==> config.mk <==
export PLATFORM = sky130hd
export DESIGN_NAME = pfst_ram
export DESIGN_NICKNAME = d
export VERILOG_FILES = /design/src/rtl/pfst_ram.sv
export SDC_FILE = /design/constraint.sdc
export NUM_CORES = 1
export LEC_CHECK = 0
export ABC_AREA = 0
export ABC_CLOCK_PERIOD_IN_PS = 4900
export BUFFER_PORTS_ARGS = -buffer_cell sky130_fd_sc_hd__clkbuf_2
export CORE_AREA = 2 2 105 107
export CTS_CLUSTER_SIZE = 8
export DETAILED_ROUTE_END_ITERATION = 10
export DIE_AREA = 0 0 107 109
export PLACE_DENSITY = 0.72
export SLEW_MARGIN = 20
export SYNTH_ARGS = -nofsm -noshare
export SYNTH_HDL_FRONTEND = slang
export SYNTH_SLANG_ARGS = --single-unit
==> constraint.sdc <==
create_clock -name i_clk -period 4.9 [get_ports i_clk]
set_clock_uncertainty 0.2 [all_clocks]
set_input_delay 0.735 -clock i_clk [delete_from_list [all_inputs] [get_ports i_clk]]
set_output_delay 0.735 -clock i_clk [all_outputs]
set_load 0.005 [all_outputs]
==> src/rtl/pfst_ram.sv <==
`timescale 1ns / 1ps
module pfst_ram #(
    parameter int WIDTH = 8,
    parameter int DEPTH = 16
) (
    input  logic                     i_clk,
    input  logic                     i_we,
    input  logic [$clog2(DEPTH)-1:0] i_waddr,
    input  logic [WIDTH-1:0]         i_wdata,
    input  logic [$clog2(DEPTH)-1:0] i_raddr,
    output logic [WIDTH-1:0]         o_rdata
);
    logic [WIDTH-1:0] r_mem [DEPTH];

    always_ff @(posedge i_clk) begin
        if (i_we) begin
            r_mem[i_waddr] <= i_wdata;
        end
        o_rdata <= r_mem[i_raddr];
    end
endmodule

# After elaboration in Yosys (flattened, before gate mapping)
# Memory sizes are Yosys's and may differ from the RTL's. A register that Yosys moved wholly into a read port is not among the register bits.
# Cells that the tools add are included.
# word_totals
reg_bits,0
mem_bits_rw,128
wordCells,3
n_memories,1
# mem_list
name,words,word_bits,rd,rd_ports_with_merged_regs,write_ports,line,text
r_mem,16,8,1,1,1,13,logic [WIDTH-1:0] r_mem [DEPTH];
# op_classes
n_mux,2
# ops
cell,count
1-bit 2-to-1 mux,2

# Depth between registers and ports, before layout
# Gate-level depths: netlist of the first run.
# logic_depth
ltp_word,2
ltp_mapped,5
ltp_nobuf,3

# Worst setup path before layout of the first run
# No wires, ideal clock.
# synth_path
path_type,input port to flip-flop
from,input i_waddr[2]
to,"memory r_mem[0][0], enable pin"
setup_ns,0.383
arrival_ns,1.845
setup_slack_ns,2.472
cell_stages,2
n_path_buf,0
cell_sequence,or3b_2 > nor3_1
# synth_lines
element,line,text
from (decl),8,"input logic [$clog2(DEPTH)-1:0] i_waddr,"
to (decl),13,
# Straight into the memory's write port.

==> metrics.yaml, run 1 <==
die_h_um: 109
groute.usage.overall_pct: 17.6
hold_viol: 0
critical_path.cell_chain: "clkbuf_2 -> buf_4 -> mux4_1 -> a22oi_1 -> nand2_1"
vias: 2368
vias_per_cell: 5.62
critPathTopFamily: "buffers and inverters"
area_delta_synth_final_pct: 17.0
required_ns: 5.10
drc_errors: 0
worstHoldStart: "i_wdata[1]"
netlist.area_leader.share_pct: 74.7
vdd_ir_drop_max_mv: 0.239
clk_pin_slew_ns: 0.06
port_buffers: 25
gp_congestion: 0.783
coreArea_mm2: 0.0106
netSwitchingFraction_pct: 19.1
rrSetupSlack_ns: 3.31
outcome: "finished clean"
grt_overflow: 0
p_int_mw: 2.20
antenna_left: 0
crit_arrival_ns: 2.66
hold_buffers: 0
slowest_stage: "mux4_1"
drt-pass1-iter-count: 5
synth_edf_count: 128
critPathBufInv: 2
clkPwrFrac_pct: 47.8
cts_sinks: 136
crit_fanout: 19
layout-drive-gt1-share_pct: 28.1
syn-num-nets: 247
p_sw_mw: 0.519
hp-class: "input port to flop"
grt_setup_unrepaired: "no"
cts_tree: "yes"
worstMarginPinSlew_ns: 0.909
cts_setup_buffers: 0
cts_root_buf: "clkbuf_8"
grt_max_degree: 33
setup_ws_ns: 2.43
die_w_um: 107
detail_route.wl_per_cell_um: 21.9
fin_crit_sh_pct: 50.3
cp-end-kind: "flop"
rows: 38
synthTopCellsByArea: "edfxtp_1 (75%), mux4_2 (7.9%), mux4_1 (7.1%)"
synth_area_mm2: 0.00515
grt_pass1_vias: 2391
io_pins: 26
cp_slowest_stage_delay_ns: 0.59
pwr-share-comb_pct: 4.1
fin_setup_tns_ns: 0
seqPwrFrac_pct: 48.1
pre_cts_slack_ns: 1.85
timing.rr.start: "r_mem[9][4]"
clockBufferDepth: 2
setup_violations: 0
min_period_ns: 2.47
timing.fmax_ghz: 0.406
hpwl_um: 5740
startpoint: "i_raddr[0]"
ys.flop_type: "edfxtp_1"
initial_utilization_pct: 48.5
start_kind: "input port"
synth_warnings: 0
antennaDiodeCount: 0
crit_type: "input port to flop"
die_area_mm2: 0.0117
yosysSeqAreaShare_pct: 77.8
cts.htree.levels: 4
routed_wl_um: 9220
nets: 286
cts_made_buffers: 17
synthDistinctLibCells: 19
drv_cap: 0
syn_area_per_cell_um2: 22.5
antenna_found_initial: 0
postSynthCellCount: 229
relSlewSlack_pct: 39.2
synth.largest_area_cell: "edfxtp_1"
drtIter0Drc: 173
final_max_slew_viol_count: 0
ys_ff_latch: 136
p_per_area_mw_per_mm2: 452
synth.most_common_cell: "edfxtp_1"
ctsResizeCount: 0
async_reset_ff_share_pct: 0
clk_latency_ns: 0.52
grt_first_pass_wirelength_um: 13900
p_leak_nw: 2.01
synthTopCellsByCount: "edfxtp_1 (128), mux4_2 (18), a22oi_1 (16), mux4_1 (14), nor2_1 (13)"
-- stage by stage --
step	utilization [%]	cells	total power [mW]	hold slack, ns	instance area, um^2
after floorplan	-	229	1.40	0.429	5150
after global placement	50.9	389	1.44	0.446	5400
after detailed placement	50.9	389	1.45	0.460	5400
after CTS	56.8	421	2.74	0.419	6020
after global routing	56.8	421	2.80	0.451	6020
final	56.8	421	2.72	0.439	6020
-- area by class of cell --
cell class / count / area [um^2]
sequential: 136 / 4000
multi-input combinational: 83 / 1060
clock buffer: 21 / 449
timing repair buffer: 30 / 163
fill: 749 / 4580
tap: 140 / 175
clock inverter: 11 / 173
-- power groups by stage --
stage	clock (mW)	combinational, mW	sequential [mW]
6_report	1.30	0.112	1.31
3_5_place_dp	0	0.113	1.33
5_1_grt	1.37	0.122	1.31
2_1_floorplan	0	0.0660	1.33
4_1_cts	1.32	0.114	1.31
3_3_place_gp	0	0.110	1.33
-- state kept, by name, summed over array words and instances (netlist names) --
register	cells
o_rdata	8
r_mem	128
-- metal layers --
layer | wire length, um | part of all wire [%] | track usage [%]
met5 | 0 | 0 | 0
met4 | 141 | 1.5 | 7.42
met3 | 644 | 7.0 | 6.22
met2 | 4670 | 51 | 28.8
met1 | 3760 | 41 | 21.7
-- cells by family after synthesis --
kind of cell,Yosys count,share of synthesized area [%]
AOI/OAI and AO/OA,16,2.33
buffers and inverters,10,1.68
DFF,136,77.8
muxes,32,15.0
and+or+nand+nor,35,3.18
-- path summary, 6_finish.rpt --
path | to | depth (start not counted)
min | r_mem[7][1] | 1
min reg2reg | o_rdata[7] | 3
max | o_rdata[1] | 5
max reg2reg | o_rdata[4] | 3
-- worst register-to-register path, stage by stage (launching register included) --
cell      delay (ns)
edfxtp_1        0.36
mux4_1          0.51
a22oi_1         0.29
nand2_1         0.11
-- cell usage in the layout (no fill, tap or decap), types with 2 or more instances in the layout --
cell type,netlist,layout
nand3b_1,2,2
nor3_1,4,4
clkbuf_1,0,2
buf_4,1,5
a22oi_1,16,16
mux4_1,14,14
nand2b_1,2,2
clkbuf_2,0,25
clkinv_4,0,2
nor2_1,13,13
mux4_2,18,18
dfxtp_1,8,8
clkbuf_8,0,3
edfxtp_1,128,128
clkbuf_16,0,16
clkinvlp_4,0,4
bufinv_16,0,4
nand2_1,9,9
(Power assumes the default switching activity.)
==> run 2: changes to the inputs <==
--- a/config.mk
+++ b/config.mk
@@ -6,13 +6,13 @@
 export NUM_CORES = 1
 export LEC_CHECK = 0
 export ABC_AREA = 0
-export ABC_CLOCK_PERIOD_IN_PS = 4900
+export ABC_CLOCK_PERIOD_IN_PS = 2000
 export BUFFER_PORTS_ARGS = -buffer_cell sky130_fd_sc_hd__clkbuf_2
 export CORE_AREA = 2 2 105 107
 export CTS_CLUSTER_SIZE = 8
 export DETAILED_ROUTE_END_ITERATION = 10
 export DIE_AREA = 0 0 107 109
-export PLACE_DENSITY = 0.72
+export PLACE_DENSITY = 0.75
 export SLEW_MARGIN = 20
 export SYNTH_ARGS = -nofsm -noshare
 export SYNTH_HDL_FRONTEND = slang
==> constraint.sdc (replaced) <==
create_clock -name i_clk -period 2 [get_ports i_clk]
set_clock_uncertainty 0.2 [all_clocks]
set_input_delay 0.3 -clock i_clk [delete_from_list [all_inputs] [get_ports i_clk]]
set_output_delay 0.3 -clock i_clk [all_outputs]
set_load 0.005 [all_outputs]
==> run 2 against run 1 <==
Net effect:
- non-clock buffer count up 18
- utilization up 1.8 points
- final area up 3.2%
- first-iteration DRC count up 37%
- die area unchanged
- clock power rose to 2.5 times the previous value
- clock-buffer cell count down 4
- combinational power rose to 2.7 times the previous value
- global-route usage up 0.96 points
- sequential share of layout area down 2.0 points
==> metrics.yaml, run 2 (synthesized netlist as in run 1, its figures left out) <==
required_ns: 2.20
io_pins: 26
highest_layer: "met4"
cts_made_buffers: 17
largest_reg_flops: 128
p_per_area_mw_per_mm2: 1100
die_w_um: 107
vdd_ir_drop_max_mv: 0.480
layout_commonest_cell: "edfxtp_1"
fin_setup_tns_ns: 0
rows: 38
grt_first_pass_wirelength_um: 14800
cp-end-kind: "flop"
wl_met3_um: 320
cts_root_buf: "clkbuf_8"
multiInputGateArea_mm2: 0.00106
crit_fanout: 1
cts_sinks: 136
grt_setup_unrepaired: "no"
grt_pass1_vias: 2502
wl_met1_um: 4450
timing.fmax_ghz: 0.639
final_max_slew_viol_count: 0
setup_violations: 0
antenna_found_initial: 0
power_mw: 6.80
hpwl_um: 5940
die_area_mm2: 0.0117
fin_crit_sh_pct: 78.2
initial_utilization_pct: 48.5
ctsResizeCount: 0
drv_cap: 0
cts.htree.levels: 4
layout-drive-gt1-share_pct: 32.4
p_int_mw: 5.48
seqPwrFrac_pct: 47.2
drtIter0Drc: 237
coreArea_mm2: 0.0106
detail_route.wl_per_cell_um: 22.5
antenna_left: 0
clk_latency_ns: 0.52
drc_errors: 0
antennaDiodeCount: 0
routed_wl_um: 9880
critPathBufInv: 0
setup_ws_ns: 0.436
ff_latch_area_mm2: 0.00400
area_delta_synth_final_pct: 20.7
pwr-share-comb_pct: 4.4
clkPwrFrac_pct: 48.4
grt_overflow: 0
die_h_um: 109
fillers: 735
top_regs: "r_mem x128, o_rdata x8"
grt_max_degree: 33
cp_slowest_stage_delay_ns: 0.51
p_leak_nw: 2.14
clk_pin_slew_ns: 0.06
critPathTopFamily: "multiplexers"
final_cell_mix: "edfxtp_1 (128), clkbuf_2 (25), buf_4 (19)"
min_period_ns: 1.56
p_sw_mw: 1.32
netSwitchingFraction_pct: 19.5
cts_tree: "yes"
outcome: "finished clean"
worstMarginPinSlew_ns: 0.392
pre_cts_slack_ns: 0.0674
relSlewSlack_pct: 73.9
crit_type: "flop to flop"
hold_viol: 0
critical_path.cell_chain: "mux4_1 -> a22oi_1 -> nand2_1"
regMostFlops: "r_mem"
start_kind: "flop"
hold_slack_ns: 0.0290
groute.usage.overall_pct: 18.6
port_buffers: 25
hp-class: "input port to flop"
crit_arrival_ns: 1.76
vias_per_cell: 5.54
final_cells: 439
vias: 2434
placed_cells: 406
slowest_stage: "mux4_1"
clockBufferDepth: 2
drt-pass1-iter-count: 4
gp_congestion: 0.779
dr_wl_met2_um: 5010
nets: 304
run 2: cell count changes in the layout (fill, tap and decap cells not counted), moves of 2 or more:
cell / before / now
clkbuf_1: 2 / 0
buf_12: 0 / 3
clkinvlp_4: 4 / 2
inv_6: 0 / 3
buf_4: 5 / 19
clkbuf_8: 3 / 1
run 2: final timing paths:
path / slack (ns) / depth (start not counted) / from / end
worst max-delay path: 0.44 / 3 / r_mem[9][4] / o_rdata[4]
worst min-delay path: 0.03 / 1 / i_wdata[7] / r_mem[2][7]
worst max register to register: 0.44 / 3 / r_mem[9][4] / o_rdata[4]
worst min register to register: 0.48 / 3 / r_mem[6][4] / o_rdata[4]
run 2: through the flow:
step | utilization [%] | cell area, um^2
4_1_cts | 58.6 | 6210
5_1_grt | 58.6 | 6210
2_1_floorplan | - | 5150
3_5_place_dp | 52.5 | 5560
3_3_place_gp | 52.5 | 5560
6_report | 58.6 | 6210
run 2: cell type report:
type	count	share of cell area (%)
timing repair buffer	48	5.44
clock buffer	17	6.67
sequential	136	64.5
tap	140	2.82
clock inverter	15	3.59
multi-input combinational	83	17.0
run 2: power by group through the flow:
| stage | combinational [mW] | sequential (mW) | clock (mW) |
|---|---|---|---|
| after global routing | 0.324 | 3.21 | 3.49 |
| after floorplan | 0.162 | 3.26 | 0 |
| after global placement | 0.288 | 3.26 | 0 |
| final | 0.299 | 3.21 | 3.29 |
| after detailed placement | 0.297 | 3.27 | 0 |
| after CTS | 0.302 | 3.21 | 3.34 |
run 2: routing by layer:
metal	track usage (%)	up-vias
li1	-	1090
met1	24.4	1271
met2	30.0	63
met3	5.20	10
met4	7.24	0
met5	0	-
run 2: worst reg2reg max path, cell delays in order, from the launching register on:
cell and delay (ns):
edfxtp_1 0.36, mux4_1 0.51, a22oi_1 0.30, nand2_1 0.08
run 2: what timing repair did:
item                                   in CTS  in global routing
endpoints found under the hold margin       9                  0
hold buffers                                1                  0
buffers inserted                            0                  0
==> run 3: changes to the inputs <==
--- a/config.mk
+++ b/config.mk
@@ -6,13 +6,13 @@
 export NUM_CORES = 1
 export LEC_CHECK = 0
 export ABC_AREA = 0
-export ABC_CLOCK_PERIOD_IN_PS = 2000
+export ABC_CLOCK_PERIOD_IN_PS = 1500
 export BUFFER_PORTS_ARGS = -buffer_cell sky130_fd_sc_hd__clkbuf_2
 export CORE_AREA = 2 2 105 107
 export CTS_CLUSTER_SIZE = 8
 export DETAILED_ROUTE_END_ITERATION = 10
 export DIE_AREA = 0 0 107 109
-export PLACE_DENSITY = 0.75
+export PLACE_DENSITY = 0.72
 export SLEW_MARGIN = 20
 export SYNTH_ARGS = -nofsm -noshare
 export SYNTH_HDL_FRONTEND = slang
==> constraint.sdc (replaced) <==
create_clock -name i_clk -period 1.5 [get_ports i_clk]
set_clock_uncertainty 0.2 [all_clocks]
set_input_delay 0.225 -clock i_clk [delete_from_list [all_inputs] [get_ports i_clk]]
set_output_delay 0.225 -clock i_clk [all_outputs]
set_load 0.005 [all_outputs]
==> run 3 against run 2 <==
Net effect:
- setup slack worse by 0.43 ns
- routed wire length is 5.2% lower
- utilization rose by 2.1 points
- critical path depth is the same
- worst hold slack better by 0.0059 ns
- first-iteration DRC count shrank 41%
- final cell count up 5.0%
- sequential share of layout area down 2.2 points
- register-to-register slack worse by 0.43 ns
- clock power increased by 30%
- highest routed layer unchanged
==> metrics.yaml, run 3 (synthesized netlist as in run 1, its figures left out) <==
gp_congestion: 0.716
area_delta_synth_final_pct: 25.0
initial_utilization_pct: 48.5
grt_max_degree: 17
antenna_found_initial: 0
slowest_stage: "mux4_2"
cp_slowest_stage_delay_ns: 0.50
cts_made_buffers: 17
cts_tree: "yes"
die_area_mm2: 0.0117
crit_type: "flop to flop"
layout-drive-gt1-share_pct: 41.7
clk_latency_ns: 0.52
nets: 326
hold_slack_ns: 0.0350
clockBufferDepth: 2
final_cell_mix: "edfxtp_1 (128), buf_4 (33), mux4_2 (26)"
hold_viol: 0
grt_setup_unrepaired: "yes"
grt_first_pass_wirelength_um: 14700
pre_cts_slack_ns: -0.344
rows: 38
hp-class: "input port to flop"
layout_commonest_cell: "edfxtp_1"
io_pins: 26
grt_overflow: 0
setup_ws_ns: 0.00574
crit_arrival_ns: 1.69
cts_root_buf: "clkbuf_8"
drv_cap: 0
relSlewSlack_pct: 41.5
final_cells: 461
groute.usage.overall_pct: 18.3
clk_pin_slew_ns: 0.06
die_w_um: 107
top_regs: "r_mem x128, o_rdata x8"
worstHoldStart: "i_waddr[1]"
timing.rr.start: "r_mem[11][7]"
largest_reg_flops: 128
final_max_slew_viol_count: 0
vias_per_cell: 5.42
cts_sinks: 136
die_h_um: 109
timing.fmax_ghz: 0.669
placed_cell_area_mm2: 0.00570
routed_wl_um: 9370
drt-pass1-iter-count: 4
vdd_ir_drop_max_mv: 0.834
drtIter0Drc: 141
crit_fanout: 1
fin_crit_sh_pct: 99.6
p_leak_nw: 2.21
critical_path.cell_chain: "mux4_2 -> a22oi_2 -> nand2_1"
antennaDiodeCount: 0
required_ns: 1.70
drc_errors: 0
port_buffers: 25
antenna_left: 0
worstMarginPinSlew_ns: 0.876
coreArea_mm2: 0.0106
setup_violations: 0
startpoint: "r_mem[11][7]"
grt_pass1_vias: 2617
finalInstanceArea_mm2: 0.00643
outcome: "finished clean"
placed_cells: 421
vias: 2499
post-route-util_pct: 60.7
min_period_ns: 1.49
cts.htree.levels: 4
detail_route.wl_per_cell_um: 20.3
p_per_area_mw_per_mm2: 1400
regMostFlops: "r_mem"
fin_setup_tns_ns: 0
power_mw: 9.02
start_kind: "flop"
cp-end-kind: "flop"
hpwl_um: 6180
-- run 3: worst max-delay path: cells and delay by family, from the launching register on --
family | cells | cell delay (ns)
AOI/OAI and AO/OA | 1 | 0.23
DFF | 1 | 0.36
and+or+nand+nor | 1 | 0.09
muxes | 1 | 0.50
-- run 3: cell type report --
class	count	area, um^2
Tap cell	140	175
Timing Repair Buffer	70	533
Multi-Input combinational cell	83	1090
Sequential cell	136	4000
Clock buffer	20	455
Fill cell	734	4170
Clock inverter	12	173
-- run 3: worst paths after layout --
| check | end | depth (start not counted) | slack (ns) |
|---|---|---|---|
| setup / recovery | o_rdata[7] | 3 | 0.006 |
| hold / removal | r_mem[0][0] | 3 | 0.03 |
| setup reg to reg | o_rdata[7] | 3 | 0.006 |
| hold reg to reg | o_rdata[4] | 3 | 0.47 |
-- run 3: layer usage --
layer  routed length (um)  share of wire [%]  track usage (%)  vias to the layer above
met1                 3960                 42             22.8                     1278
met2                 4740                 51             30.1                       85
met5                    0                  0                0                        -
li1                     -                  -                -                     1119
met4                  181                1.9             7.98                        0
met3                  489                5.2             5.20                       17
-- run 3: timing repair --
item | CTS | global route
hold endpoints to repair | 128 | 0
hold buffers | 8 | 0
pin swaps | 1 | 3
resized for setup | 4 | 4
setup buffers | 0 | 0
endpoints found under the setup margin | 4 | 6
-- run 3: where the power goes --
part	total, mW	leakage [nW]	switching [mW]	internal (mW)
logic	0.457	0.693	0.238	0.219
clock network	4.29	0.295	1.47	2.82
registers	4.27	1.22	0.0243	4.25
