### config.mk
export PLATFORM = sky130hd
export DESIGN_NAME = pfst_slot_scan
export DESIGN_NICKNAME = d
export VERILOG_FILES = /design/src/rtl/pfst_pkg.sv /design/src/rtl/pfst_slot_scan.sv
export SDC_FILE = /design/constraint.sdc
export NUM_CORES = 1
export LEC_CHECK = 0
export ABC_AREA = 1
export ABC_CLOCK_PERIOD_IN_PS = 5000
export BUFFER_PORTS_ARGS = -buffer_cell sky130_fd_sc_hd__buf_2
export CAP_MARGIN = 5
export CORE_ASPECT_RATIO = 0.7
export CORE_MARGIN = 2
export CORE_UTILIZATION = 50
export CTS_BUF_LIST = sky130_fd_sc_hd__clkbuf_16
export DETAILED_ROUTE_END_ITERATION = 12
export PLACE_DENSITY_LB_ADDON = 0.3
export SYNTH_ARGS = -nofsm -noshare
export SYNTH_HDL_FRONTEND = slang
export SYNTH_SLANG_ARGS = --single-unit
### constraint.sdc
create_clock -name i_clk -period 5 [get_ports i_clk]
set_clock_uncertainty 0.15 [all_clocks]
set_input_delay 0.75 -clock i_clk [delete_from_list [all_inputs] [get_ports i_clk]]
set_output_delay 0.75 -clock i_clk [all_outputs]
set_load 0.02 [all_outputs]
### src/rtl/pfst_pkg.sv
`timescale 1ns / 1ps
package pfst_pkg;

    localparam int DIR_PAGES  = 4096;
    localparam int STAGE_SLOTS = 32;
    localparam int DIR_AW     = $clog2(DIR_PAGES);
    localparam int SLOT_AW    = $clog2(STAGE_SLOTS);
    localparam int PAGE_W     = 13;
    localparam int AGE_W      = 16;
    localparam int CNT_W      = $clog2(STAGE_SLOTS + 1);

    typedef enum logic [1:0] {
        CMD_FETCH    = 2'd0,
        CMD_COMPLETE = 2'd1,
        CMD_RELEASE  = 2'd2
    } t_cmd;

    typedef enum logic [2:0] {
        ST_FAILED   = 3'd0,
        ST_READY    = 3'd1,
        ST_PENDING  = 3'd2,
        ST_DEFERRED = 3'd3,
        ST_DONE     = 3'd4
    } t_status;

    localparam logic [1:0] CFG_MAX_READS  = 2'd0;
    localparam logic [1:0] CFG_MAX_STAGED = 2'd1;
    localparam logic [1:0] CFG_PAGES      = 2'd2;

    typedef struct packed {
        logic [DIR_AW-1:0] page;
        logic [AGE_W-1:0]  age;
    } t_slot_ent;

    typedef struct packed {
        logic               match_found;
        logic [SLOT_AW-1:0] match_idx;
        logic               free_found;
        logic [SLOT_AW-1:0] free_idx;
        logic               best_found;
        logic [SLOT_AW-1:0] best_idx;
        logic [DIR_AW-1:0]  best_page;
    } t_scan_res;

endpackage

### src/rtl/pfst_slot_scan.sv
`timescale 1ns / 1ps
module pfst_slot_scan import pfst_pkg::*; (
    input  logic                   i_clk,
    input  logic                   i_rst_n,
    input  logic                   i_start,
    input  logic [PAGE_W-1:0]      i_key,
    input  logic [STAGE_SLOTS-1:0] i_valid_v,
    input  logic [STAGE_SLOTS-1:0] i_leased_v,
    input  logic [AGE_W-1:0]       i_next_age,
    input  t_slot_ent              i_rd_data,
    output logic [SLOT_AW-1:0]     o_rd_addr,
    output logic                   o_done,
    output t_scan_res              o_res
);
    localparam logic [SLOT_AW-1:0] LAST = SLOT_AW'(STAGE_SLOTS - 1);

    logic               r_busy, r_pend, r_done;
    logic [SLOT_AW-1:0] r_idx, r_pidx;
    logic [AGE_W-1:0]   r_bestd;
    t_scan_res          r_res;
    logic               hit, cand;
    logic [AGE_W-1:0]   age_gap;

    // One slot is compared per cycle, in the cycle after its entry is read.
    always_comb begin
        hit     = i_valid_v[r_pidx] && !i_key[PAGE_W-1] &&
                  (i_rd_data.page == i_key[DIR_AW-1:0]);
        cand    = i_valid_v[r_pidx] && !i_leased_v[r_pidx];
        age_gap = i_next_age - i_rd_data.age;
    end

    always_ff @(posedge i_clk) begin
        if (!i_rst_n) begin
            r_busy <= 1'b0;
            r_pend <= 1'b0;
            r_done <= 1'b0;
            r_idx  <= '0;
            r_pidx <= '0;
            r_res  <= '0;
        end else begin
            r_done <= r_pend && (r_pidx == LAST);
            r_pend <= r_busy;
            r_pidx <= r_idx;
            if (i_start) begin
                r_busy <= 1'b1;
                r_idx  <= '0;
                r_res.match_found <= 1'b0;
                r_res.free_found  <= 1'b0;
                r_res.best_found  <= 1'b0;
            end else if (r_busy) begin
                r_idx <= r_idx + 1'b1;
                if (r_idx == LAST) begin
                    r_busy <= 1'b0;
                end
            end
            if (r_pend) begin
                if (hit && !r_res.match_found) begin
                    r_res.match_found <= 1'b1;
                    r_res.match_idx   <= r_pidx;
                end
                if (!i_valid_v[r_pidx] && !r_res.free_found) begin
                    r_res.free_found <= 1'b1;
                    r_res.free_idx   <= r_pidx;
                end
                if (cand && (!r_res.best_found || age_gap > r_bestd)) begin
                    r_res.best_found <= 1'b1;
                    r_res.best_idx   <= r_pidx;
                    r_res.best_page  <= i_rd_data.page;
                    r_bestd          <= age_gap;
                end
            end
        end
    end

    assign o_rd_addr = r_idx;
    assign o_done    = r_done;
    assign o_res     = r_res;
endmodule

# Yosys cells after proc, flatten, opt, wreduce, memory -nomap -nowiden
# Cells that the tools add are included.
[word_totals] n_memories=0 ff_bits=59 latch_bits=0 ramBits=0 out_inout_bits=36 in_bits=124 mem_bits_ro=0
[classes] shift=0 mux=14 n_eq_ne=3 n_mul=0 n_reduce_logical=19 n_bitwise=1 div_mod_pow=0 n_addsub=2 order_cmp=2
[op_table] operator="$mux W30" n=1
[op_table] operator="$mux W18" n=1
[op_table] operator="$gt A16 B16 Y1" n=1
[op_table] operator="$sub A16 B16 Y16" n=1
[op_table] operator="$eq A12 B12 Y1" n=1
[op_table] operator="$mux W6" n=2
[op_table] operator="$bmux W1 S5" n=2
[op_table] operator="$eq A5 B5 Y1 const B" n=2
[op_table] operator="$mux W1" n=8
[op_table] operator="$logic_and A1 B1 Y1" n=7
[op_table] operator="$logic_not A1 Y1" n=6
[op_table] operator="$lt A5 B6 Y1 const B" n=1
[op_table] operator="$reduce_and A2 Y1" n=3
[op_table] operator="$add A5 B1 Y5 const B" n=1
[op_table] operator="$reduce_and A3 Y1" n=1
[op_table] operator="$reduce_or A2 Y1" n=1
[op_table] operator="$logic_or A1 B1 Y1" n=1
[op_table] operator="$not A1 Y1" n=1

# Logic depth before layout (Yosys ltp)
# Gate-level depths: netlist (run 1).
[logic_depth] word_depth=7 depth_mapped=23

# Least setup slack after synthesis (run 1)
# No wires, ideal clock.
[synth_path] path_type="input to register" startpoint="input i_next_age[0]" endpoint="register r_bestd[0] (enable)" slack_ns=0.393 n_path_buf=0 path_stages=18 setup_ns=0.388 required_time_ns=4.462 t_arrival_ns=4.068 cell_sequence="inv_1 ha_1 fa_1 o21ai_0 a21boi_0 o21ai_0 nand3_1 nand2_1 xor2_1 ha_1 nand4_1 nor3_1 nand2_1 nand2_1 nand2_1 nand2_1 nand3_1 nor2_1"
[synth_between] elab_chain_cells=5
[synth_rtl] item="from (decl)" line="pfst_slot_scan.sv:9" rtl="input logic [AGE_W-1:0] i_next_age,"
[synth_rtl] item="$sub A16 B16 Y16" line="pfst_slot_scan.sv:29" rtl="age_gap = i_next_age - i_rd_data.age;"
[synth_rtl] item="net age_gap[10]" line="pfst_slot_scan.sv:22" rtl="logic [AGE_W-1:0] age_gap;"
[synth_rtl] item="$gt A16 B16 Y1" line="pfst_slot_scan.sv:65" rtl="if (cand && (!r_res.best_found || age_gap > r_bestd)) begin"
[synth_rtl] item="$logic_or A1 B1 Y1" line="pfst_slot_scan.sv:65"
[synth_rtl] item="$logic_and A1 B1 Y1" line="pfst_slot_scan.sv:65"
[synth_rtl] item="$reduce_and A3 Y1 (no source line)"
[synth_rtl] item="to (signal assigned)" line="pfst_slot_scan.sv:69" rtl="r_bestd <= age_gap;"
[synth_rtl] item="to (decl)" line="pfst_slot_scan.sv:19" rtl="logic [AGE_W-1:0] r_bestd;"
# The timed path passes the listed nets, and every way through them passes these cells.
# A chain may end at the register's enable or synchronous reset.

# Worst setup path in the final report (run 1)
[layout_path] startpoint="input i_next_age[0]" endpoint="register r_res, in the netlist o_res[4]"
[layout_between] elab_chain_cells=5
[layout_rtl] item="$sub A16 B16 Y16" line="pfst_slot_scan.sv:29"
[layout_rtl] item="net age_gap[10]" line="pfst_slot_scan.sv:22"
[layout_rtl] item="$gt A16 B16 Y1" line="pfst_slot_scan.sv:65"
[layout_rtl] item="$logic_or A1 B1 Y1" line="pfst_slot_scan.sv:65"
[layout_rtl] item="$logic_and A1 B1 Y1" line="pfst_slot_scan.sv:65"
[layout_rtl] item="$reduce_and A2 Y1 (no source line)"
[layout_rtl] item="to (decl)" line="pfst_slot_scan.sv:20" rtl="t_scan_res r_res;"
# The timed path passes the listed nets, and every way through them passes these cells.

==> results of run 1 <==
==> layout make-up <==
| type | count | area, um2 | area share (%) |
|---|---|---|---|
| Clock buffer | 9 | 225 | 4.21 |
| Tap cell | 105 | 131 | 2.46 |
| Multi-Input combinational cell | 457 | 2430 | 45.4 |
| Sequential cell | 59 | 1340 | 25.1 |
| Clock inverter | 7 | 35.0 | 0.655 |
| Timing Repair Buffer | 161 | 811 | 15.2 |
| Inverter | 99 | 374 | 7.00 |
==> report_power, final <==
part           switching (uW)  internal, uW  total (uW)
sequential               13.5           513         527
clock                     210           327         537
combinational             198           138         336
==> metrics by stage <==
step	setup WS [ns]	total power, uW	instance area, um2	hold slack [ns]
2_1_floorplan	0.393	759	4290	0.324
3_5_place_dp	0.531	870	5090	0.301
4_1_cts	0.865	1410	5350	0.308
3_3_place_gp	0.656	855	5090	0.281
6_report	0.839	1400	5350	0.302
5_1_grt	0.217	1480	5350	0.328
==> sequential cells by signal, indices dropped and copies added (netlist names) <==
signal,cells
o_done,1
o_res,30
o_rd_addr,5
r_pend,1
r_bestd,16
r_pidx,5
r_busy,1
==> layout by cell type (no fill, tap or decap), types with 2 or more instances in the layout <==
cell	count
o22ai_1	2
xnor2_1	9
nand3_1	42
a21oi_1	31
nand2_2	4
edfxtp_1	16
o21ai_1	2
inv_4	2
nand3_2	2
buf_4	2
dfxtp_1	43
a21boi_0	2
nand2_1	169
nor2_1	84
o21ai_0	17
clkinv_1	3
nand4_1	20
inv_1	95
inv_2	4
buf_2	159
clkbuf_16	9
a21o_1	3
nand2_4	2
nor3_1	10
xor2_1	15
ha_1	33
==> worst max-delay path, stage by stage <==
cell and delay [ns]:
buf_2 0.07, inv_1 0.03, ha_1 0.20, fa_1 0.41, o21ai_0 0.34, a21boi_0 0.24, o21ai_0 0.30, nand3_1 0.11
nand2_1 0.09, xor2_1 0.09, ha_1 0.31, nand4_1 0.10, nor3_1 0.20, nand2_1 0.08, nand2_1 0.06, nand2_1 0.05
nand2_1 0.07, buf_4 0.22, inv_1 0.13, nor2_8 0.22, nor2_1 0.06, nor2_1 0.11
==> per-layer routing <==
layer,track usage (%),up-vias,share of wire [%]
met2,43.0,182,45
met3,7.08,19,8.5
met5,0,-,0
met4,6.27,0,0.83
met1,32.1,2023,46
li1,-,2322,-
==> kinds of logic (layout without fill, tap and decap cells) <==
logic type      Yosys count  after routing  share of synthesized area, %
simple gates            338            338                          33.9
xor+xnor                 24             24                          4.90
fa+ha+maj                34             34                          10.1
compound gates           61             61                          7.72
flops                    59             59                          31.2
buf+inv                 118            276                          12.2
==> path summary, 6_finish.rpt <==
path                  from        end  slack, ns  cells after the start
max          i_next_age[0]   o_res[4]       0.84                     22
min           o_rd_addr[3]  r_pidx[3]       0.30                      2
max reg2reg      r_pidx[0]  o_res[19]       1.80                     14
min reg2reg   o_rd_addr[3]  r_pidx[3]       0.30                      2
==> results.sh, run 1 <==
export IMPL_status="complete, no violations"
export IMPL_drtAntennaViolNets=0
export IMPL_yosysTopAreaCell="dfxtp_1"
export IMPL_areaGrowthSynthToFinish_pct=24.6
export IMPL_synth_common_cells="169 x nand2_1, 94 x inv_1, 84 x nor2_1, 43 x dfxtp_1, 42 x nand3_1"
export IMPL_n_antenna_cell=0
export IMPL_min_period_over_period_pct=83.2
export IMPL_synth_nets=792
export IMPL_grt_pass1_vias=4390
export IMPL_drive_above_1_share_pct=23.9
export IMPL_critical_path_class="in -> reg"
export IMPL_overflow=0
export IMPL_drv_slew=0
export IMPL_cellPowerDensity_nw_per_um2=262
export IMPL_max_cap_viol_count=0
export IMPL_crit_path_start_kind="input port"
export IMPL_synth_avg_cell_area_um2=6.77
export IMPL_clock_fmax_ghz=0.240
export IMPL_routed_wl_um=11200
export IMPL_htree_levels=3
export IMPL_fillers=751
export IMPL_finalSetupViolCount=0
export IMPL_drtIter0Drc=313
export IMPL_grt_pass1_wl_um=19000
export IMPL_syn_inst=634
export IMPL_cts_sinks=59
export IMPL_synth_top_area_share_pct=20.1
export IMPL_fin_util_pct=63.6
export IMPL_synth_cell_types=36
export IMPL_portBuffers=159
export IMPL_cts_resized=0
export IMPL_clk_latency_ns=0.32
export IMPL_synthTopCellsByArea="dfxtp_1 20%, nand2_1 15%, edfxtp_1 11%"
export IMPL_syn_area_um2=4290
export IMPL_yosysMostFrequentCell="nand2_1"
export IMPL_slew_headroom_pct=20.2
export IMPL_vdd_drop_max_mv=0.183
export IMPL_cts_hold_fix_buffers=0
export IMPL_hold_viol_final=0
export IMPL_layout_nets=945
export IMPL_die_h_um=81.5
export IMPL_antenna_found_initial=0
export IMPL_crit_required_ns=5.10
export IMPL_yosys_register_bits=59
export IMPL_holdCritPathClass="reg -> reg"
export IMPL_place_congestion=0.893
export IMPL_ys_seq_area_share_pct=31.2
export IMPL_die_w_um=115
export IMPL_synthArstFlopShare_pct=0
export IMPL_worst_path_max_fanout=18
export IMPL_clock_root_buffer="clkbuf_16"
export IMPL_cts_buffer_depth=2
export IMPL_vias=4546
export IMPL_postCtsSetupRepairBufs=0
export IMPL_synth_edff_count=16
export IMPL_grtUsageTotal_pct=25.2
export IMPL_dp_hpwl_um=8980
export IMPL_crit_path_end_kind="register"
export IMPL_worstPathArrival_ns=4.27
export IMPL_cts_tree="yes"
export IMPL_dieArea_um2=9350
export IMPL_period_needed_ns=4.16
export IMPL_first_pass_iters=5
export IMPL_avgRoutedWirePerCell_um=12.4
export IMPL_yosysWarnings=0
export IMPL_num_rows=28
export IMPL_setup_tns_ns=0
export IMPL_tightest_slew_ns=1.19
export IMPL_via_per_inst=5.07
export IMPL_clk_pin_slew_ns=0.05
export IMPL_fin_cells=897
export IMPL_start_util_pct=51.1
export IMPL_grt_max_degree=38
export IMPL_io_pins=160
export IMPL_synth_ff_type="dfxtp_1"
export IMPL_dp_cells=881
export IMPL_coreArea_um2=8410
export IMPL_cts_buffers_inserted=9
export IMPL_total_leakage_power_uw=0.00296
export IMPL_drcViolationCount=0
export IMPL_rsz0062_at_grt="false"
No activity file was read; power rests on OpenSTA's default activity.
==> inputs of run 2 (changes only) <==
- ABC_CLOCK_PERIOD_IN_PS: 5000 -> 4100
- clock period: 5 -> 4.1 ns (I/O delays scaled with it)
==> run 2 against run 1 <==
- final cell count grew 0.78%
- sequential power increased by 21%
- critical path type unchanged
- first-iteration DRC count is 30% lower
- critical endpoint is now r_bestd[14]
- largest power group unchanged
- power up 31%
==> results.sh, run 2 (synthesized netlist as in run 1, its figures left out) <==
export IMPL_status="complete, no violations"
export IMPL_hold_viol_final=0
export IMPL_n_antenna_cell=0
export IMPL_cts_sinks=59
export IMPL_combPwrFrac_pct=23.1
export IMPL_cts_tree="yes"
export IMPL_drv_slew=0
export IMPL_period_needed_ns=3.77
export IMPL_tightest_slew_ns=0.709
export IMPL_grt_pass1_vias=4170
export IMPL_cts_hold_fix_buffers=0
export IMPL_drive_above_1_share_pct=25.2
export IMPL_via_per_inst=5.01
export IMPL_portBuffers=159
export IMPL_cts_buffers_inserted=9
export IMPL_multi_input_area_um2=2440
export IMPL_antenna_found_initial=0
export IMPL_drtAntennaViolNets=0
export IMPL_routed_wl_um=11600
export IMPL_cts_buffer_depth=2
export IMPL_sw_frac_of_total_pct=28.7
export IMPL_postCtsSetupRepairBufs=0
export IMPL_dp_hpwl_um=8920
export IMPL_grtUsageTotal_pct=25.2
export IMPL_worst_path_max_fanout=16
export IMPL_p_switching_uw=526
export IMPL_cellPowerDensity_nw_per_um2=335
export IMPL_max_cap_viol_count=0
export IMPL_crit_path_start_kind="input port"
export IMPL_grt_pass1_wl_um=18500
export IMPL_io_pins=160
export IMPL_crit_required_ns=3.98
export IMPL_avgRoutedWirePerCell_um=12.8
export IMPL_htree_levels=3
export IMPL_fillers=775
export IMPL_place_congestion=0.845
export IMPL_seqCellArea_um2=1340
export IMPL_clk_pin_slew_ns=0.05
export IMPL_holdCritPathClass="reg -> reg"
export IMPL_p_int_uw=1310
export IMPL_slew_headroom_pct=52.7
export IMPL_areaGrowthSynthToFinish_pct=27.5
export IMPL_vias=4532
export IMPL_finalSetupViolCount=0
export IMPL_clkPwrFrac_pct=42.0
export IMPL_die_h_um=81.5
export IMPL_p_seq_share_pct=34.9
export IMPL_worstPathArrival_ns=3.66
export IMPL_first_pass_iters=5
export IMPL_clock_root_buffer="clkbuf_16"
export IMPL_min_period_over_period_pct=92.0
export IMPL_vdd_drop_max_mv=0.235
export IMPL_setup_tns_ns=0
export IMPL_rsz0062_at_grt="false"
export IMPL_dieArea_um2=9350
export IMPL_critical_path_class="in -> reg"
export IMPL_largest_reg_flops=30
export IMPL_clock_fmax_ghz=0.265
export IMPL_clk_latency_ns=0.33
export IMPL_grt_max_degree=36
export IMPL_fin_util_pct=65.1
export IMPL_total_leakage_power_uw=0.00301
export IMPL_drtIter0Drc=220
export IMPL_num_rows=28
export IMPL_layout_nets=952
export IMPL_mostFrequentLayoutCell="nand2_1"
export IMPL_layout_common_cells="169 x nand2_1, 159 x buf_2, 94 x inv_1"
export IMPL_cts_resized=0
export IMPL_die_w_um=115
export IMPL_drcViolationCount=0
export IMPL_coreArea_um2=8410
export IMPL_overflow=0
export IMPL_start_util_pct=51.1
export IMPL_crit_path_end_kind="register"
## run 2: cell count changes in the layout (fill, tap and decap cells not counted), sizes merged
| cell | delta |
|---|---|
| clkbuf | +1 |
| clkinv | -3 |
| buf | +7 |
| bufinv | +1 |
| clkinvlp | +1 |
## run 2: power by group through the flow
stage,clock network (uW),registers [uW],logic [uW]
final,770,640,424
after global placement,0,651,403
after global routing,807,642,484
after CTS,780,640,422
after detailed placement,0,652,418
after floorplan,0,663,263
## run 2: worst paths after layout
path	start	cells after the start	endpoint	slack, ns
worst max-delay path	i_next_age[0]	20	r_bestd[14]	0.33
worst min register to register	o_rd_addr[3]	2	r_pidx[3]	0.31
worst min-delay path	o_rd_addr[3]	2	r_pidx[3]	0.31
worst max register to register	r_pidx[0]	10	r_bestd[14]	1.15
## run 2: final cells by class
type	instances	area share [%]
timing repair buffer	168	16.0
multi-input combinational	457	44.5
tap	105	2.40
sequential	59	24.5
clock inverter	6	1.12
clock buffer	10	4.57
inverter	99	6.84
## run 2: layer usage
metal	share of wire (%)	global-route usage (%)	vias up
met5	0	0	-
met4	0.64	5.54	0
met3	7.4	6.20	7
met2	46	44.1	172
met1	46	31.8	2011
li1	-	-	2342
## run 2: stage by stage
step	power (uW)	std cells	instance area [um2]	hold WS, ns	worst slack (ns)
floorplan	926	634	4300	0.324	0.0315
global placement	1050	888	5160	0.298	0.0604
detailed placement	1070	888	5160	0.299	-0.0503
CTS	1840	904	5470	0.307	0.263
global route	1930	904	5470	0.343	0.0688
finish	1830	904	5470	0.314	0.327
## run 2: worst max-delay path, stage by stage
cell      delay (ns)
buf_2           0.08
inv_1           0.03
ha_1            0.21
fa_1            0.41
o21ai_1         0.27
a21boi_0        0.19
o21ai_0         0.25
nand3_1         0.11
nand2_1         0.09
xor2_1          0.09
ha_1            0.32
nand4_1         0.10
nor3_1          0.21
nand2_1         0.08
nand2_1         0.06
nand2_1         0.05
nand2_1         0.07
nand3_1         0.12
nor2_4          0.14
buf_12          0.16
==> inputs of run 3 (changes only) <==
- ABC_CLOCK_PERIOD_IN_PS: 4100 -> 4300
- clock period: 4.1 -> 4.3 ns (I/O delays scaled with it)
==> run 3 against run 2 <==
- power down 9.5%
- first-iteration DRC count down 1.4%
- clock power down 16%
- flip-flop and latch count unchanged
- count of clock-buffer cells in the layout unchanged
- sequential share of layout area up 0.29 points
- final cell count down 0.33%
- register-to-register slack better by 0.07 ns
- combinational power down 5.7%
- critical endpoint is now o_res[10]
==> results.sh, run 3 (synthesized netlist as in run 1, its figures left out) <==
export IMPL_p_seq_share_pct=36.9
export IMPL_grt_max_degree=36
export IMPL_coreArea_um2=8410
export IMPL_htree_levels=3
export IMPL_via_per_inst=5.05
export IMPL_min_period_over_period_pct=92.3
export IMPL_use_met2_pct=43.4
export IMPL_vias=4549
export IMPL_num_rows=28
export IMPL_busiest_layer="met2"
export IMPL_dp_hpwl_um=9200
export IMPL_fillers=794
export IMPL_grt_pass1_vias=4099
export IMPL_rsz0062_at_grt="false"
export IMPL_combPwrFrac_pct=24.1
export IMPL_pre_cts_ws_ns=-0.0111
export IMPL_drv_slew=0
export IMPL_grt_met1_usage_pct=33.7
export IMPL_layout_common_cells="169 x nand2_1, 159 x buf_2, 97 x inv_1"
export IMPL_grtUsageTotal_pct=25.4
export IMPL_cts_hold_fix_buffers=0
export IMPL_worst_path_max_fanout=17
export IMPL_p_int_uw=1170
export IMPL_drcViolationCount=0
export IMPL_vdd_drop_max_mv=0.197
export IMPL_worst_slack_ns=0.331
export IMPL_clk_latency_ns=0.33
export IMPL_crit_path_start_kind="input port"
export IMPL_routed_wl_um=11900
export IMPL_clkPwrFrac_pct=39.0
export IMPL_drive_above_1_share_pct=24.2
export IMPL_mostFrequentLayoutCell="nand2_1"
export IMPL_cts_buffer_depth=2
export IMPL_worstPathArrival_ns=4.08
export IMPL_sw_frac_of_total_pct=29.2
export IMPL_place_congestion=0.854
export IMPL_cts_tree="yes"
export IMPL_cts_buffers_inserted=9
export IMPL_areaGrowthSynthToFinish_pct=25.9
export IMPL_die_h_um=81.5
export IMPL_period_needed_ns=3.97
export IMPL_layout_nets=949
export IMPL_hold_viol_final=0
export IMPL_drtAntennaViolNets=0
export IMPL_clock_root_buffer="clkbuf_16"
export IMPL_holdCritPathClass="reg -> reg"
export IMPL_status="complete, no violations"
export IMPL_critical_path_class="in -> reg"
export IMPL_cts_sinks=59
export IMPL_dieArea_um2=9350
export IMPL_largest_reg_flops=30
export IMPL_tightest_slew_ns=0.942
export IMPL_met3_usage_pct=5.61
export IMPL_drtIter0Drc=217
export IMPL_overflow=0
export IMPL_die_w_um=115
export IMPL_portBuffers=159
export IMPL_io_pins=160
export IMPL_crit_required_ns=4.41
export IMPL_start_util_pct=51.1
export IMPL_fin_util_pct=64.3
export IMPL_first_pass_iters=5
export IMPL_r2r_slack_ns=1.22
export IMPL_crit_path_end_kind="register"
export IMPL_n_antenna_cell=0
export IMPL_finalSetupViolCount=0
export IMPL_clock_fmax_ghz=0.252
export IMPL_total_leakage_power_uw=0.00299
export IMPL_max_cap_viol_count=0
export IMPL_cellPowerDensity_nw_per_um2=307
export IMPL_clk_pin_slew_ns=0.05
export IMPL_avgRoutedWirePerCell_um=13.2
export IMPL_p_switching_uw=485
export IMPL_slew_headroom_pct=37.1
export IMPL_grt_pass1_wl_um=18700
export IMPL_antenna_found_initial=0
[run 3: what timing repair did]
item / in CTS / in global routing
setup endpoints to repair: 0 / 12
resized for setup: 0 / 1
setup buffers: 0 / 0
[run 3: per-layer routing]
layer,share of wire (%),vias to the layer above
met5,0,-
met4,0.73,0
met3,7.5,12
met2,45,172
met1,46,2033
li1,-,2332
[run 3: power groups by stage]
stage                     sequential, uW  combinational, uW  clock, uW
final                                612                400        647
after CTS                            612                398        651
after floorplan                      632                250          0
after detailed placement             622                395          0
after global placement               622                378          0
after global routing                 613                452        676
[run 3: worst paths after layout]
kind	from	to	cells past startpoint
worst min register to register	o_res[22]	o_res[22]	2
worst max-delay path	i_next_age[0]	o_res[10]	22
worst min-delay path	o_res[22]	o_res[22]	2
worst max register to register	r_pidx[0]	o_res[23]	10
[run 3: critical path: stages]
cell and delay, ns:
buf_2 0.08, inv_1 0.03, ha_1 0.21, fa_1 0.41, o21ai_1 0.27, a21boi_0 0.21
o21ai_0 0.28, nand3_1 0.10, nand2_1 0.08, xor2_1 0.23, ha_1 0.18, nand4_1 0.10
nor3_1 0.20, nand2_1 0.08, nand2_1 0.06, nand2_1 0.05, nand2_1 0.11, buf_4 0.20
inv_1 0.11, nor2_8 0.23, nor2_1 0.08, nor2_1 0.13
[run 3: final cells by class]
type	instances	area [um2]	area share [%]
Clock buffer	10	250	4.63
Clock inverter	6	23.8	0.440
Inverter	99	374	6.92
Multi-Input combinational cell	457	2430	45.0
Sequential cell	59	1340	24.8
Tap cell	105	131	2.43
Timing Repair Buffer	165	853	15.8
[run 3: per-stage QoR]
| stage | TNS [ns] | total power [uW] | cells | hold WS [ns] | instance area [um2] |
|---|---|---|---|---|---|
| global route | 0 | 1740 | 901 | 0.334 | 5410 |
| global placement | 0 | 1000 | 885 | 0.297 | 5130 |
| finish | 0 | 1660 | 901 | 0.310 | 5410 |
| CTS | 0 | 1660 | 901 | 0.306 | 5410 |
| detailed placement | -0.0111 | 1020 | 885 | 0.298 | 5130 |
| floorplan | 0 | 882 | 634 | 0.324 | 4300 |
